[config.mk]
export PLATFORM = sky130hd
export DESIGN_NAME = divisor_count_by_trial_division_top
export DESIGN_NICKNAME = d
export VERILOG_FILES = /design/src/hdl/dcnt_pkg.sv /design/src/hdl/dcnt_div.sv /design/src/hdl/dcnt_dp.sv /design/src/hdl/dcnt_seq.sv /design/src/hdl/divisor_count_by_trial_division_top.sv
export SDC_FILE = /design/constraint.sdc
export NUM_CORES = 1
export LEC_CHECK = 0
export ABC_AREA = 1
export ABC_CLOCK_PERIOD_IN_PS = 5450
export BUFFER_PORTS_ARGS = -buffer_cell sky130_fd_sc_hd__buf_2
export CAP_MARGIN = 20
export CORE_ASPECT_RATIO = 1.75
export CORE_MARGIN = 2
export CORE_UTILIZATION = 45
export CTS_CLUSTER_DIAMETER = 60
export DETAILED_ROUTE_END_ITERATION = 16
export PLACE_DENSITY_LB_ADDON = 0.25
export RECOVER_POWER = 50
export SETUP_SLACK_MARGIN = 0.4
export SYNTH_ARGS = -nofsm -noshare
export SYNTH_HDL_FRONTEND = slang
export SYNTH_SLANG_ARGS = --single-unit
export TNS_END_PERCENT = 50
[constraint.sdc]
create_clock -name clk -period 5.45 [get_ports clk]
set_input_delay 1.635 -clock clk [delete_from_list [all_inputs] [get_ports clk]]
set_output_delay 1.635 -clock clk [all_outputs]
set_load 0.05 [all_outputs]
[src/hdl/dcnt_pkg.sv]
// ----------------------------------------------------------------------------
// dcnt_pkg
// Shared types, constants and the control store of the divisor counter.
// ----------------------------------------------------------------------------
`default_nettype none

package dcnt_pkg;

    localparam int VALUE_BITS_DEF = 32;
    localparam int IN_TDATA_W     = 32;
    localparam int COUNT_W        = 11;
    localparam int OUT_TDATA_W    = 16;
    localparam int STEP_W         = 5;

    typedef logic [STEP_W-1:0] step_t;

    typedef enum logic [3:0] {
        OP_NOP,
        OP_LOAD,
        OP_CLR,
        OP_SHR,
        OP_MULE,
        OP_SETD,
        OP_SQ,
        OP_DIVGO,
        OP_TAKE,
        OP_NEXTD,
        OP_DBL,
        OP_EMIT
    } op_t;

    typedef enum logic [3:0] {
        C_NEXT,
        C_ALWAYS,
        C_NO_IN,
        C_N_ZERO,
        C_N_ODD,
        C_SQ_GT_N,
        C_DIV_BUSY,
        C_REM_NZ,
        C_N_LE1,
        C_OUT_FULL
    } cond_t;

    typedef struct packed {
        op_t   op;
        cond_t cond;
        step_t target;
    } ctrl_word_t;

    typedef struct packed {
        logic in_valid;
        logic n_zero;
        logic n_odd;
        logic n_le1;
        logic sq_gt_n;
        logic div_busy;
        logic rem_nz;
        logic out_full;
    } status_t;

    localparam step_t ST_IDLE  = 5'd0;
    localparam step_t ST_CHKZ  = 5'd1;
    localparam step_t ST_EVEN  = 5'd2;
    localparam step_t ST_SHIFT = 5'd3;
    localparam step_t ST_MUL2  = 5'd4;
    localparam step_t ST_SETD  = 5'd5;
    localparam step_t ST_LOOP  = 5'd6;
    localparam step_t ST_TEST  = 5'd7;
    localparam step_t ST_DIVGO = 5'd8;
    localparam step_t ST_DIVW  = 5'd9;
    localparam step_t ST_CHKR  = 5'd10;
    localparam step_t ST_TAKE  = 5'd11;
    localparam step_t ST_MULE  = 5'd12;
    localparam step_t ST_NEXTD = 5'd13;
    localparam step_t ST_TAIL  = 5'd14;
    localparam step_t ST_DBL   = 5'd15;
    localparam step_t ST_EMIT  = 5'd16;
    localparam step_t ST_BACK  = 5'd17;
    localparam step_t ST_ZERO  = 5'd18;

    // control store: jump to target when the condition holds, else fall through
    function automatic ctrl_word_t rom_word(input step_t addr);
        ctrl_word_t w;
        w = '{op: OP_NOP, cond: C_ALWAYS, target: ST_IDLE};
        unique case (addr)
            ST_IDLE:  w = '{op: OP_LOAD,  cond: C_NO_IN,    target: ST_IDLE};
            ST_CHKZ:  w = '{op: OP_NOP,   cond: C_N_ZERO,   target: ST_ZERO};
            ST_EVEN:  w = '{op: OP_NOP,   cond: C_N_ODD,    target: ST_MUL2};
            ST_SHIFT: w = '{op: OP_SHR,   cond: C_ALWAYS,   target: ST_EVEN};
            ST_MUL2:  w = '{op: OP_MULE,  cond: C_NEXT,     target: ST_IDLE};
            ST_SETD:  w = '{op: OP_SETD,  cond: C_NEXT,     target: ST_IDLE};
            ST_LOOP:  w = '{op: OP_SQ,    cond: C_NEXT,     target: ST_IDLE};
            ST_TEST:  w = '{op: OP_NOP,   cond: C_SQ_GT_N,  target: ST_TAIL};
            ST_DIVGO: w = '{op: OP_DIVGO, cond: C_NEXT,     target: ST_IDLE};
            ST_DIVW:  w = '{op: OP_NOP,   cond: C_DIV_BUSY, target: ST_DIVW};
            ST_CHKR:  w = '{op: OP_NOP,   cond: C_REM_NZ,   target: ST_MULE};
            ST_TAKE:  w = '{op: OP_TAKE,  cond: C_ALWAYS,   target: ST_DIVGO};
            ST_MULE:  w = '{op: OP_MULE,  cond: C_NEXT,     target: ST_IDLE};
            ST_NEXTD: w = '{op: OP_NEXTD, cond: C_ALWAYS,   target: ST_LOOP};
            ST_TAIL:  w = '{op: OP_NOP,   cond: C_N_LE1,    target: ST_EMIT};
            ST_DBL:   w = '{op: OP_DBL,   cond: C_NEXT,     target: ST_IDLE};
            ST_EMIT:  w = '{op: OP_EMIT,  cond: C_OUT_FULL, target: ST_EMIT};
            ST_BACK:  w = '{op: OP_NOP,   cond: C_ALWAYS,   target: ST_IDLE};
            ST_ZERO:  w = '{op: OP_CLR,   cond: C_ALWAYS,   target: ST_EMIT};
            default:  w = '{op: OP_NOP,   cond: C_ALWAYS,   target: ST_IDLE};
        endcase
        return w;
    endfunction

endpackage

`default_nettype wire

[src/hdl/dcnt_div.sv]
// ----------------------------------------------------------------------------
// dcnt_div
// Restoring divider, one quotient bit per cycle.
// ----------------------------------------------------------------------------
`default_nettype none

module dcnt_div #(
    parameter int VALUE_BITS = dcnt_pkg::VALUE_BITS_DEF,
    parameter int DIVISOR_W  = (VALUE_BITS + 1) / 2 + 1
) (
    input  wire logic                  clk,
    input  wire logic                  rst_n,
    input  wire logic                  start,
    input  wire logic [VALUE_BITS-1:0] dividend,
    input  wire logic [DIVISOR_W-1:0]  divisor,
    output logic                       busy,
    output logic [VALUE_BITS-1:0]      quotient,
    output logic [DIVISOR_W-1:0]       remainder
);

    localparam int CNT_W = $clog2(VALUE_BITS + 1);

    logic                  busy_reg, busy_next;
    logic [CNT_W-1:0]      cnt_reg, cnt_next;
    logic [VALUE_BITS-1:0] quot_reg, quot_next;
    logic [DIVISOR_W-1:0]  rem_reg, rem_next;
    logic [DIVISOR_W-1:0]  dsr_reg, dsr_next;
    logic [DIVISOR_W:0]    shifted;
    logic [DIVISOR_W:0]    diff;
    logic                  fits;

    always_comb
    begin
        shifted   = {rem_reg, quot_reg[VALUE_BITS-1]};
        diff      = shifted - {1'b0, dsr_reg};
        fits      = (shifted >= {1'b0, dsr_reg});
        busy_next = busy_reg;
        cnt_next  = cnt_reg;
        quot_next = quot_reg;
        rem_next  = rem_reg;
        dsr_next  = dsr_reg;
        if (start)
        begin
            busy_next = 1'b1;
            cnt_next  = CNT_W'(VALUE_BITS);
            quot_next = dividend;
            rem_next  = '0;
            dsr_next  = divisor;
        end
        else if (busy_reg)
        begin
            rem_next  = fits ? diff[DIVISOR_W-1:0] : shifted[DIVISOR_W-1:0];
            quot_next = {quot_reg[VALUE_BITS-2:0], fits};
            cnt_next  = cnt_reg - CNT_W'(1);
            if (cnt_reg == CNT_W'(1))
            begin
                busy_next = 1'b0;
            end
        end
    end

    always_ff @(posedge clk or negedge rst_n)
    begin
        if (!rst_n)
        begin
            busy_reg <= 1'b0;
            cnt_reg  <= '0;
        end
        else
        begin
            busy_reg <= busy_next;
            cnt_reg  <= cnt_next;
        end
    end

    always_ff @(posedge clk)
    begin
        quot_reg <= quot_next;
        rem_reg  <= rem_next;
        dsr_reg  <= dsr_next;
    end

    assign busy      = busy_reg;
    assign quotient  = quot_reg;
    assign remainder = rem_reg;

endmodule

`default_nettype wire

[src/hdl/dcnt_dp.sv]
// ----------------------------------------------------------------------------
// dcnt_dp
// Datapath: cofactor, candidate, exponent and count registers, output stage.
// ----------------------------------------------------------------------------
`default_nettype none

module dcnt_dp #(
    parameter int VALUE_BITS = dcnt_pkg::VALUE_BITS_DEF
) (
    input  wire logic                              clk,
    input  wire logic                              rst_n,
    input  wire dcnt_pkg::ctrl_word_t              ctrl,
    output dcnt_pkg::status_t                      status,
    input  wire logic                              s_tvalid,
    output logic                                   s_tready,
    input  wire logic [dcnt_pkg::IN_TDATA_W-1:0]   s_tdata,
    output logic                                   m_tvalid,
    input  wire logic                              m_tready,
    output logic [dcnt_pkg::OUT_TDATA_W-1:0]       m_tdata
);

    localparam int DW  = (VALUE_BITS + 1) / 2 + 1;
    localparam int SQW = 2 * DW;
    localparam int EW  = $clog2(VALUE_BITS + 1);
    localparam int CW  = dcnt_pkg::COUNT_W;

    logic [VALUE_BITS-1:0] n_reg, n_next;
    logic [DW-1:0]         d_reg, d_next;
    logic [SQW-1:0]        sq_reg, sq_next;
    logic [EW-1:0]         e_reg, e_next;
    logic [CW-1:0]         count_reg, count_next;
    logic                  m_tvalid_reg, m_tvalid_next;
    logic [CW-1:0]         m_count_reg, m_count_next;
    logic [EW-1:0]         e_inc;
    logic [CW+EW-1:0]      prod;
    logic                  out_full;
    logic                  div_start;
    logic                  div_busy;
    logic [VALUE_BITS-1:0] div_quot;
    logic [DW-1:0]         div_rem;

    dcnt_div #(
        .VALUE_BITS (VALUE_BITS),
        .DIVISOR_W  (DW)
    ) u_div (
        .clk       (clk),
        .rst_n     (rst_n),
        .start     (div_start),
        .dividend  (n_reg),
        .divisor   (d_reg),
        .busy      (div_busy),
        .quotient  (div_quot),
        .remainder (div_rem)
    );

    assign e_inc     = e_reg + EW'(1);
    assign prod      = count_reg * e_inc;
    assign out_full  = m_tvalid_reg && !m_tready;
    assign div_start = (ctrl.op == dcnt_pkg::OP_DIVGO);
    assign s_tready  = (ctrl.op == dcnt_pkg::OP_LOAD);

    always_comb
    begin
        n_next        = n_reg;
        d_next        = d_reg;
        sq_next       = sq_reg;
        e_next        = e_reg;
        count_next    = count_reg;
        m_count_next  = m_count_reg;
        m_tvalid_next = m_tvalid_reg && !m_tready;
        unique case (ctrl.op)
            dcnt_pkg::OP_LOAD:
            begin
                if (s_tvalid)
                begin
                    n_next     = s_tdata[VALUE_BITS-1:0];
                    e_next     = '0;
                    count_next = CW'(1);
                end
            end
            dcnt_pkg::OP_CLR:   count_next = '0;
            dcnt_pkg::OP_SHR:
            begin
                n_next = n_reg >> 1;
                e_next = e_inc;
            end
            dcnt_pkg::OP_MULE:
            begin
                count_next = prod[CW-1:0];
                e_next     = '0;
            end
            dcnt_pkg::OP_SETD:  d_next = DW'(3);
            dcnt_pkg::OP_SQ:    sq_next = d_reg * d_reg;
            dcnt_pkg::OP_TAKE:
            begin
                n_next = div_quot;
                e_next = e_inc;
            end
            dcnt_pkg::OP_NEXTD: d_next = d_reg + DW'(2);
            dcnt_pkg::OP_DBL:   count_next = {count_reg[CW-2:0], 1'b0};
            dcnt_pkg::OP_EMIT:
            begin
                if (!out_full)
                begin
                    m_tvalid_next = 1'b1;
                    m_count_next  = count_reg;
                end
            end
            dcnt_pkg::OP_NOP, dcnt_pkg::OP_DIVGO: ;
            default: ;
        endcase
    end

    always_ff @(posedge clk or negedge rst_n)
    begin
        if (!rst_n)
        begin
            m_tvalid_reg <= 1'b0;
        end
        else
        begin
            m_tvalid_reg <= m_tvalid_next;
        end
    end

    always_ff @(posedge clk)
    begin
        n_reg       <= n_next;
        d_reg       <= d_next;
        sq_reg      <= sq_next;
        e_reg       <= e_next;
        count_reg   <= count_next;
        m_count_reg <= m_count_next;
    end

    always_comb
    begin
        status.in_valid = s_tvalid;
        status.n_zero   = (n_reg == '0);
        status.n_odd    = n_reg[0];
        status.n_le1    = (n_reg <= VALUE_BITS'(1));
        status.sq_gt_n  = (sq_reg > SQW'(n_reg));
        status.div_busy = div_busy;
        status.rem_nz   = (div_rem != '0);
        status.out_full = out_full;
    end

    assign m_tvalid = m_tvalid_reg;
    assign m_tdata  = {{(dcnt_pkg::OUT_TDATA_W - CW){1'b0}}, m_count_reg};

`ifndef SYNTHESIS
    a_div_starts: assert property (@(posedge clk) disable iff (!rst_n)
        div_start |=> div_busy)
        else $error("divider did not start");

    a_shift_nonzero: assert property (@(posedge clk) disable iff (!rst_n)
        (ctrl.op == dcnt_pkg::OP_SHR) |-> (n_reg != '0))
        else $error("shifting a zero cofactor");

    a_take_exact: assert property (@(posedge clk) disable iff (!rst_n)
        (ctrl.op == dcnt_pkg::OP_TAKE) |-> (!div_busy && div_rem == '0))
        else $error("quotient taken from an inexact division");

    a_emit_lands: assert property (@(posedge clk) disable iff (!rst_n)
        (ctrl.op == dcnt_pkg::OP_EMIT && !out_full) |=> m_tvalid_reg)
        else $error("result not presented");
`endif

endmodule

`default_nettype wire

[src/hdl/dcnt_seq.sv]
// ----------------------------------------------------------------------------
// dcnt_seq
// Microcode sequencer: step counter, control store and jump logic.
// ----------------------------------------------------------------------------
`default_nettype none

module dcnt_seq (
    input  wire logic                 clk,
    input  wire logic                 rst_n,
    input  wire dcnt_pkg::status_t    status,
    output dcnt_pkg::ctrl_word_t      ctrl
);

    dcnt_pkg::step_t upc_reg, upc_next;
    logic            take_jump;

    assign ctrl = dcnt_pkg::rom_word(upc_reg);

    always_comb
    begin
        unique case (ctrl.cond)
            dcnt_pkg::C_NEXT:     take_jump = 1'b0;
            dcnt_pkg::C_ALWAYS:   take_jump = 1'b1;
            dcnt_pkg::C_NO_IN:    take_jump = !status.in_valid;
            dcnt_pkg::C_N_ZERO:   take_jump = status.n_zero;
            dcnt_pkg::C_N_ODD:    take_jump = status.n_odd;
            dcnt_pkg::C_SQ_GT_N:  take_jump = status.sq_gt_n;
            dcnt_pkg::C_DIV_BUSY: take_jump = status.div_busy;
            dcnt_pkg::C_REM_NZ:   take_jump = status.rem_nz;
            dcnt_pkg::C_N_LE1:    take_jump = status.n_le1;
            dcnt_pkg::C_OUT_FULL: take_jump = status.out_full;
            default:              take_jump = 1'b1;
        endcase
        upc_next = take_jump ? ctrl.target : upc_reg + dcnt_pkg::STEP_W'(1);
    end

    always_ff @(posedge clk or negedge rst_n)
    begin
        if (!rst_n)
        begin
            upc_reg <= dcnt_pkg::ST_IDLE;
        end
        else
        begin
            upc_reg <= upc_next;
        end
    end

`ifndef SYNTHESIS
    a_upc_in_store: assert property (@(posedge clk) disable iff (!rst_n)
        upc_reg <= dcnt_pkg::ST_ZERO)
        else $error("step counter left the program");

    a_wait_holds: assert property (@(posedge clk) disable iff (!rst_n)
        (upc_reg == dcnt_pkg::ST_DIVW && status.div_busy) |=>
        (upc_reg == dcnt_pkg::ST_DIVW))
        else $error("left division wait early");

    a_idle_after_emit: assert property (@(posedge clk) disable iff (!rst_n)
        (upc_reg == dcnt_pkg::ST_EMIT && !status.out_full) |=>
        (upc_reg == dcnt_pkg::ST_BACK))
        else $error("emit step misrouted");
`endif

endmodule

`default_nettype wire

[src/hdl/divisor_count_by_trial_division_top.sv]
// ----------------------------------------------------------------------------
// divisor_count_by_trial_division_top
// Divisor count (tau) of an unsigned integer by trial division.
// ----------------------------------------------------------------------------
// Input stream s_*: one transaction carries the value, low VALUE_BITS used.
// Output stream m_*: one transaction per input, the number of divisors
// (zero for a zero input).
// One value is worked at a time; s_tready is high only in the idle step.
// Odd candidates run up to the square root of the cofactor, each tried by
// a division on the one-bit-per-cycle divider; this divider sets the time
// a value takes, so a prime near 2^32 is among the slowest inputs.
// The result sits in an output register. The next value is taken while it
// waits; if the receiver still stalls when that value is done, the block
// holds in its emit step and s_tready stays low until the register frees.
// A stall never loses or repeats a transaction.
// Reset clears the step counter and output valid; the block is then idle.
// ----------------------------------------------------------------------------
`default_nettype none

module divisor_count_by_trial_division_top #(
    parameter int VALUE_BITS = dcnt_pkg::VALUE_BITS_DEF
) (
    input  wire logic                              clk,
    input  wire logic                              rst_n,
    input  wire logic                              s_tvalid,
    output logic                                   s_tready,
    input  wire logic [dcnt_pkg::IN_TDATA_W-1:0]   s_tdata,  // [31:0] value
    output logic                                   m_tvalid,
    input  wire logic                              m_tready,
    output logic [dcnt_pkg::OUT_TDATA_W-1:0]       m_tdata   // [10:0] divisor_count
);

    dcnt_pkg::ctrl_word_t ctrl;
    dcnt_pkg::status_t    status;

    dcnt_seq u_seq (
        .clk    (clk),
        .rst_n  (rst_n),
        .status (status),
        .ctrl   (ctrl)
    );

    dcnt_dp #(
        .VALUE_BITS (VALUE_BITS)
    ) u_dp (
        .clk      (clk),
        .rst_n    (rst_n),
        .ctrl     (ctrl),
        .status   (status),
        .s_tvalid (s_tvalid),
        .s_tready (s_tready),
        .s_tdata  (s_tdata),
        .m_tvalid (m_tvalid),
        .m_tready (m_tready),
        .m_tdata  (m_tdata)
    );

endmodule

`default_nettype wire

==> impl_metrics.tcl, run 1 <==
set metrics [dict create \
    final-setup-viol-count 4 \
    die_w_um 161.9 \
    clock_latency_ns 0.47 \
    clock_skew_ns 0.01727 \
    hold_ws_ns 0.4973 \
    root_buffer "clkbuf_16" \
    grt_use_met1 0.2408 \
    violations "setup timing" \
    synthCells 2283 \
    crit_path_end_kind "register" \
    rsz0062_at_grt "yes" \
    clk_path_buf_depth 2 \
    start_util 0.4545 \
    cts.clk_slew.worst_paths_ns 0.08 \
    drv_cap 0 \
    overflow 0 \
    startpoint_type "register" \
    num-fill-cells 3966 \
    gp_congestion 0.9108 \
    syn2layout_area_growth_pct 19.42 \
    met3_usage 0.02454 \
    ant_nets 0 \
    crit_fanout 6 \
    final_common_cell "inv_1" \
    die_y_um 280.4 \
    fmax_mhz 180.9 \
    use_met2 0.4803 \
    post-dp-hpwl_um 43600 \
    worstSetupPathType "register to register" \
    io_buffers 48 \
    fp.coreArea_um2 43220 \
    synth_ff_type "edfxtp_1" \
    min_period_ns 5.527 \
    drc_errors 0 \
    synth_area_um2 19640 \
    max-slew-margin-rel 0.2568 \
    cts_sinks 186 \
    tritoncts "built" \
    drive_gt1_frac 0.1932 \
    grt_usage 0.2446 \
    via_count 15830 \
    routed_wl_um 53940 \
    vias_per_cell 5.189 \
    grt_antenna_before_repair 0 \
    crit_arrival_ns 5.74 \
    hold_viol 0 \
    antenna_cells 0 \
    outcome "finished, violations left" \
    drv_slew 0 \
    ioPinCount 54 \
    h-tree-depth 4 \
    ys_types 52 \
    avgRoutedWirePerCell_um 17.69 \
    synth_edf_count 156 \
    layout.nets 2904 \
    required_ns 5.66 \
    grt_pass1_vias 16900 \
    cts_buffers 17 \
    dieArea_um2 45400 \
    ys_async_sr_fraction 0.06989 \
    dr.pass1.iters 5 \
    ys_ff_latch 186 \
    layout_common_cells "inv_1, nand2_1, fa_1" \
    hold_path_class "register to register" \
    worstMarginPinSlew_ns 1.111 \
    period_share 1.014 \
    row_count 101 \
    busiest_layer "met2" \
    postCtsHoldBufs 0 \
    drt_iter0_drc 1018 \
    finalWorstSetupSlack_ns -0.07706 \
    syn_area_per_cell_um2 8.603 \
    grt_max_degree 51 \
    grt_pass1_wl_um 85620 \
    seq_area_frac_synth 0.2724 \
    ys.warnings.count 0 \
]
## cell families after synthesis
| logic type | count (synthesis) | share of synthesized area |
|---|---|---|
| simple gates | 758 | 0.1606 |
| xor+xnor | 65 | 0.02898 |
| fa+ha+maj | 397 | 0.3362 |
| other cells | 1 | 0.0001909 |
| buf+inv | 601 | 0.1179 |
| flops | 186 | 0.2724 |
| compound gates | 275 | 0.08371 |
## critical path, cell delays in order (launching register included)
cell and delay (ns):
edfxtp_1 0.45, buf_6 0.19, buf_12 0.12, nand2_4 0.05, fa_2 0.59, inv_1 0.07, fa_1 0.46, fa_2 0.56
fa_2 0.43, fa_1 0.51, inv_2 0.04, fa_1 0.52, inv_2 0.05, ha_4 0.31, nand2_4 0.07, nor2_4 0.09
inv_2 0.05, nor2_4 0.12, nand4_1 0.10, nand3_2 0.13, nand2_2 0.08, nand2_2 0.08, nand2_1 0.06, nand3_1 0.07
nand2_1 0.06
## Yosys cell counts, drive strengths merged, types with 2 or more instances
library cell | instances | share of area
a21boi | 3 | 0.0011
a21o | 12 | 0.0046
a21oi | 78 | 0.020
a31oi | 5 | 0.0016
and2 | 2 | 0.00064
buf | 24 | 0.0076
clkbuf | 44 | 0.0084
dfrtp | 13 | 0.017
dfxtp | 17 | 0.017
edfxtp | 156 | 0.24
fa | 218 | 0.22
ha | 179 | 0.11
inv | 533 | 0.10
nand2 | 461 | 0.089
nand3 | 93 | 0.024
nand3b | 2 | 0.00076
nand4 | 20 | 0.0064
nor2 | 149 | 0.030
nor3 | 20 | 0.0056
nor3b | 3 | 0.0011
nor4 | 5 | 0.0016
o211ai | 48 | 0.018
o21a | 3 | 0.0011
o21ai | 99 | 0.025
o21bai | 11 | 0.0042
o221a | 2 | 0.0011
o22ai | 4 | 0.0013
o31ai | 3 | 0.0011
o32ai | 2 | 0.00089
or2 | 3 | 0.00096
xnor2 | 28 | 0.012
xor2 | 37 | 0.016
## path summary, 6_finish.rpt
path,start,end,slack (ns),cells past startpoint
max reg2reg,u_dp.d_reg[7],u_dp.sq_reg[29],-0.08,24
min in group asynchronous,rst_n,u_seq.upc_reg[0],1.06,1
min,u_dp.u_div.remainder[16],u_dp.u_div.remainder[16],0.50,2
min reg2reg,u_dp.u_div.remainder[16],u_dp.u_div.remainder[16],0.50,2
max in group asynchronous,rst_n,u_seq.upc_reg[1],4.14,1
max,u_dp.d_reg[7],u_dp.sq_reg[29],-0.08,24
## repair_timing
action	CTS	global route
gates cloned	2	1
gates resized for setup	88	92
endpoints found under the setup margin	25	25
setup buffers	27	12
pin swaps	48	43
## area by class of cell
cell class,count,area [um^2],share of cell area
Sequential cell,186,5350,0.2281
Multi-Input combinational cell,1500,12820,0.5467
Tap cell,566,708.2,0.03019
Clock inverter,15,191.4,0.008162
Clock buffer,17,425.4,0.01814
Inverter,533,2013,0.08583
Timing Repair Buffer,233,1943,0.08284
## routing by layer
metal,routed length [um],part of all wire,vias to the layer above
met1,18650,0.35,7692
li1,-,-,7531
met4,3725,0.069,0
met2,29940,0.56,422
met5,0,0,-
met3,1630,0.030,182
## per-stage QoR
stage	instance area (um^2)	setup WS [ns]	utilization	std cells	setup TNS, ns
CTS	23040	-0.02533	0.5332	3036	-0.04561
floorplan	20200	0.1300	-	2287	0
detailed placement	21790	-0.1884	0.5042	2975	-1.282
global placement	21790	-0.1031	0.5042	2975	-0.7150
finish	23460	-0.07706	0.5427	3050	-0.1514
global route	23460	-0.2185	0.5427	3050	-2.200
Power of run 1 is not shown: default switching activity piles up to over one toggle a cycle in this logic, so the estimate is an artifact.
==> run 2, diff against run 1 <==
--- a/config.mk
+++ b/config.mk
@@ -9,10 +9,13 @@
 export ABC_CLOCK_PERIOD_IN_PS = 5450
 export BUFFER_PORTS_ARGS = -buffer_cell sky130_fd_sc_hd__buf_2
 export CAP_MARGIN = 20
+export CELL_PAD_IN_SITES_DETAIL_PLACEMENT = 0
+export CELL_PAD_IN_SITES_GLOBAL_PLACEMENT = 1
 export CORE_ASPECT_RATIO = 1.75
 export CORE_MARGIN = 2
 export CORE_UTILIZATION = 45
 export CTS_CLUSTER_DIAMETER = 60
+export CTS_CLUSTER_SIZE = 24
 export DETAILED_ROUTE_END_ITERATION = 16
 export PLACE_DENSITY_LB_ADDON = 0.25
 export RECOVER_POWER = 50
==> impl_metrics.tcl, run 2 (synthesized netlist as in run 1, its figures left out) <==
set metrics [dict create \
    path_buf_inv 10 \
    multiInputGateArea_um2 12780 \
    cts_sinks 186 \
    hold_viol 0 \
    root_buffer "clkbuf_16" \
    clk_path_buf_depth 2 \
    die_y_um 280.4 \
    fin_cells 3051 \
    pre_cts_slack_ns -0.2003 \
    crit_fanout 4 \
    layout.nets 2905 \
    postCtsHoldBufs 0 \
    drt_iter0_drc 617 \
    ioPinCount 54 \
    post_dp_cell_area_um2 21900 \
    grt_antenna_before_repair 0 \
    final_cell_area_um2 23170 \
    rsz0062_at_grt "yes" \
    grt_pass1_vias 16790 \
    drv_cap 3 \
    min_period_ns 5.492 \
    overflow 0 \
    vias_per_cell 5.120 \
    layout_common_cells "inv_1, nand2_1, fa_1" \
    required_ns 5.65 \
    dr.pass1.iters 5 \
    violations "capacitance limit, slew limit, setup timing" \
    slowest_delay_ns 0.56 \
    hold_path_class "register to register" \
    num-fill-cells 4088 \
    startpoint_type "register" \
    grt_usage 0.2466 \
    outcome "finished, violations left" \
    max-slew-margin-rel -0.1318 \
    drv_slew 102 \
    ant_nets 0 \
    drive_gt1_frac 0.1746 \
    die_w_um 161.9 \
    clock_skew_ns 0.01297 \
    period_share 1.008 \
    crit_path_end_kind "register" \
    via_count 15620 \
    antenna_cells 0 \
    crit_arrival_ns 5.70 \
    worstMarginPinSlew_ns 1.698 \
    dieArea_um2 45400 \
    clock_latency_ns 0.45 \
    cts_buffers 17 \
    finalWorstSetupSlack_ns -0.04200 \
    path_cells "buf_6 -> buf_6 -> nand2_2 -> inv_2 -> fa_1 -> inv_1 -> fa_1 -> inv_1 -> fa_1 -> fa_2 -> fa_1 -> inv_1 -> fa_1 -> inv_2 -> ha_4 -> a21oi_4 -> o21ai_2 -> buf_4 -> nor2_1 -> o211ai_1 -> buf_4 -> buf_4 -> xor2_1" \
    grt_pass1_wl_um 86330 \
    reg2reg_slack_ns -0.04 \
    syn2layout_area_growth_pct 17.96 \
    final_common_cell "inv_1" \
    avgRoutedWirePerCell_um 17.62 \
    crit_family "adder cells" \
    gp_congestion 0.9038 \
    crit_slowest_cell "fa_1" \
    fp.coreArea_um2 43220 \
    row_count 101 \
    fmax_mhz 182.1 \
    start_util 0.4545 \
    grt_max_degree 42 \
    crit_top_cell "fa_1" \
    post-dp-hpwl_um 44380 \
    worstSetupPathType "register to register" \
    dp_cells 2995 \
    io_buffers 48 \
    regArea_um2 5350 \
    final-setup-viol-count 3 \
    hold_ws_ns 0.4967 \
    routed_wl_um 53750 \
    tritoncts "built" \
    drc_errors 0 \
    h-tree-depth 4 \
    cts.clk_slew.worst_paths_ns 0.08 \
]
==> run 2: changes by cell type in the layout (fill, tap and decap cells not counted), sizes merged <==
cell      delta
clkbuf      +25
buf         -23
inv          -4
clkinv       +2
clkinvlp     +1
==> run 2: path summary, 6_finish.rpt <==
| kind | to | cells past startpoint | from |
|---|---|---|---|
| min in group asynchronous | u_seq.upc_reg[2] | 1 | rst_n |
| setup reg to reg | u_dp.sq_reg[22] | 23 | u_dp.d_reg[5] |
| setup / recovery | u_dp.sq_reg[22] | 23 | u_dp.d_reg[5] |
| max in group asynchronous | u_dp.m_tvalid | 1 | rst_n |
| hold reg to reg | u_dp.u_div.remainder[16] | 2 | u_dp.u_div.remainder[16] |
| hold / removal | u_dp.u_div.remainder[16] | 2 | u_dp.u_div.remainder[16] |
==> run 2: per-stage QoR <==
| step | util | setup TNS (ns) |
|---|---|---|
| 6_report | 0.5361 | -0.07812 |
| 5_1_grt | 0.5361 | -2.541 |
| 4_1_cts | 0.5329 | -0.0002389 |
| 3_5_place_dp | 0.5068 | -2.021 |
| 3_3_place_gp | 0.5068 | -1.237 |
| 2_1_floorplan | - | 0 |
==> run 2: routing by layer <==
layer / up-vias / part of all wire / GRT usage
met4: 0 / 0.058 / 0.1348
met2: 315 / 0.56 / 0.4871
li1: 7531 / - / -
met1: 7638 / 0.35 / 0.2501
met3: 136 / 0.023 / 0.02114
met5: - / 0 / 0
==> run 2: tightest hold or removal path, delay by kind of cell, from the launching register on <==
kind / cells / cell delay [ns]
flip-flops: 1 / 0.33
AND/OR/NAND/NOR: 1 / 0.06
AO/OA/AOI/OAI: 1 / 0.06
==> run 2: timing repair <==
action | 4_1_cts | 5_1_grt
pin swaps | 49 | 28
resized for setup | 105 | 56
buffers inserted | 17 | 6
cloned | 0 | 0
endpoints found under the setup margin | 24 | 24
==> run 2: cell type report <==
type                            instances  area share
Clock buffer                           18     0.01852
Clock inverter                         14    0.006048
Timing Repair Buffer                  234     0.07566
Inverter                              533     0.08657
Tap cell                              566     0.03057
Multi-Input combinational cell       1500      0.5517
Sequential cell                       186      0.2309
Power of run 2 is left out for the same reason.
==> run 3, diff against run 2 <==
--- a/config.mk
+++ b/config.mk
@@ -6,7 +6,7 @@
 export NUM_CORES = 1
 export LEC_CHECK = 0
 export ABC_AREA = 1
-export ABC_CLOCK_PERIOD_IN_PS = 5450
+export ABC_CLOCK_PERIOD_IN_PS = 6460
 export BUFFER_PORTS_ARGS = -buffer_cell sky130_fd_sc_hd__buf_2
 export CAP_MARGIN = 20
 export CELL_PAD_IN_SITES_DETAIL_PLACEMENT = 0
==> constraint.sdc (replaced) <==
create_clock -name clk -period 6.46 [get_ports clk]
set_input_delay 1.938 -clock clk [delete_from_list [all_inputs] [get_ports clk]]
set_output_delay 1.938 -clock clk [all_outputs]
set_load 0.05 [all_outputs]
==> impl_metrics.tcl, run 3 (synthesized netlist as in run 1, its figures left out) <==
set metrics [dict create \
    num-fill-cells 4194 \
    clk_path_buf_depth 2 \
    grt_usage 0.2444 \
    final_common_cell "inv_1" \
    clock_skew_ns 0.01657 \
    drt_iter0_drc 701 \
    fin_cells 2929 \
    die_y_um 280.4 \
    min_period_ns 5.977 \
    startpoint_type "register" \
    post_dp_cell_area_um2 20600 \
    layout.nets 2783 \
    h-tree-depth 4 \
    fp.coreArea_um2 43220 \
    ant_nets 0 \
    postCtsHoldBufs 0 \
    rsz0062_at_grt "yes" \
    hold_path_class "register to register" \
    via_count 15050 \
    gp_congestion 0.9195 \
    grt_pass1_wl_um 85490 \
    cts_sinks 186 \
    violations "capacitance limit, slew limit" \
    post-dp-hpwl_um 43970 \
    clock_latency_ns 0.47 \
    hold_viol 0 \
    die_w_um 161.9 \
    required_ns 6.67 \
    grt_max_degree 74 \
    drive_gt1_frac 0.06813 \
    setup-tns-final_ns 0 \
    crit_fanout 8 \
    avgRoutedWirePerCell_um 18.02 \
    dp_cells 2871 \
    grt_pass1_vias 16210 \
    hold_ws_ns 0.4868 \
    drv_cap 4 \
    final_cell_area_um2 21400 \
    row_count 101 \
    syn2layout_area_growth_pct 8.938 \
    cts.clk_slew.worst_paths_ns 0.09 \
    io_buffers 48 \
    drv_slew 178 \
    layout_common_cells "inv_1, nand2_1, fa_1" \
    grt_antenna_before_repair 0 \
    dieArea_um2 45400 \
    dr.pass1.iters 6 \
    overflow 0 \
    antenna_cells 0 \
    crit_arrival_ns 6.19 \
    ioPinCount 54 \
    drc_errors 0 \
    tritoncts "built" \
    vias_per_cell 5.137 \
    root_buffer "clkbuf_16" \
    worstSetupPathType "register to register" \
    period_share 0.9253 \
    final-setup-viol-count 0 \
    worstMarginPinSlew_ns 2.717 \
    start_util 0.4545 \
    cts_buffers 17 \
    routed_wl_um 52780 \
    outcome "finished, violations left" \
    fmax_mhz 167.3 \
    crit_path_end_kind "register" \
    max-slew-margin-rel -0.8183 \
]
run 3: metal layers:
layer	GRT usage	share of wire
met1	0.2556	0.37
met3	0.02114	0.022
met4	0.1230	0.055
met2	0.4790	0.56
met5	0	0
run 3: worst max-delay path: stages (launching register included):
cell,delay [ns]
edfxtp_1,0.42
clkbuf_1,0.42
nand2_1,0.20
fa_1,0.55
inv_1,0.06
fa_1,0.46
fa_1,0.51
fa_1,0.52
fa_1,0.54
inv_1,0.05
fa_1,0.52
inv_1,0.04
ha_1,0.39
nand2_1,0.10
inv_1,0.09
nand2_1,0.09
nor2_2,0.13
nand3_1,0.07
o211ai_1,0.29
nand3_1,0.11
nand2_1,0.09
xor2_1,0.06
run 3: worst paths after layout:
| check | start | end | slack, ns | depth (start not counted) |
|---|---|---|---|---|
| hold / removal | u_dp.count_reg[2] | u_dp.m_count_reg[2] | 0.49 | 0 |
| min in group asynchronous | rst_n | u_dp.m_tvalid | 1.57 | 1 |
| setup / recovery | u_dp.d_reg[11] | u_dp.sq_reg[24] | 0.48 | 21 |
| max in group asynchronous | rst_n | u_seq.upc_reg[1] | 4.31 | 1 |
| hold reg to reg | u_dp.count_reg[2] | u_dp.m_count_reg[2] | 0.49 | 0 |
| setup reg to reg | u_dp.d_reg[11] | u_dp.sq_reg[24] | 0.48 | 21 |
run 3: per-stage QoR:
step	utilization	setup WS, ns
after global routing	0.4951	0.2043
after global placement	0.4767	0.2432
after CTS	0.4912	0.3059
final	0.4951	0.4825
after floorplan	-	0.6331
after detailed placement	0.4767	0.2735
run 3: repair_timing:
action / CTS / global route
setup endpoints to repair: 4 / 17
buffers inserted: 1 / 24
pin swaps: 0 / 2
resized for setup: 1 / 23
run 3: layout make-up:
cell class | instances | area [um^2] | share of cell area
clock inverters | 15 | 187.7 | 0.008771
clock buffers | 17 | 425.4 | 0.01988
inverters | 533 | 2001 | 0.09350
flip-flops and latches | 186 | 5350 | 0.2500
repair buffers | 112 | 681.9 | 0.03187
well taps | 566 | 708.2 | 0.03310
multi-input cells | 1500 | 12040 | 0.5628
Power of run 3 is left out for the same reason.
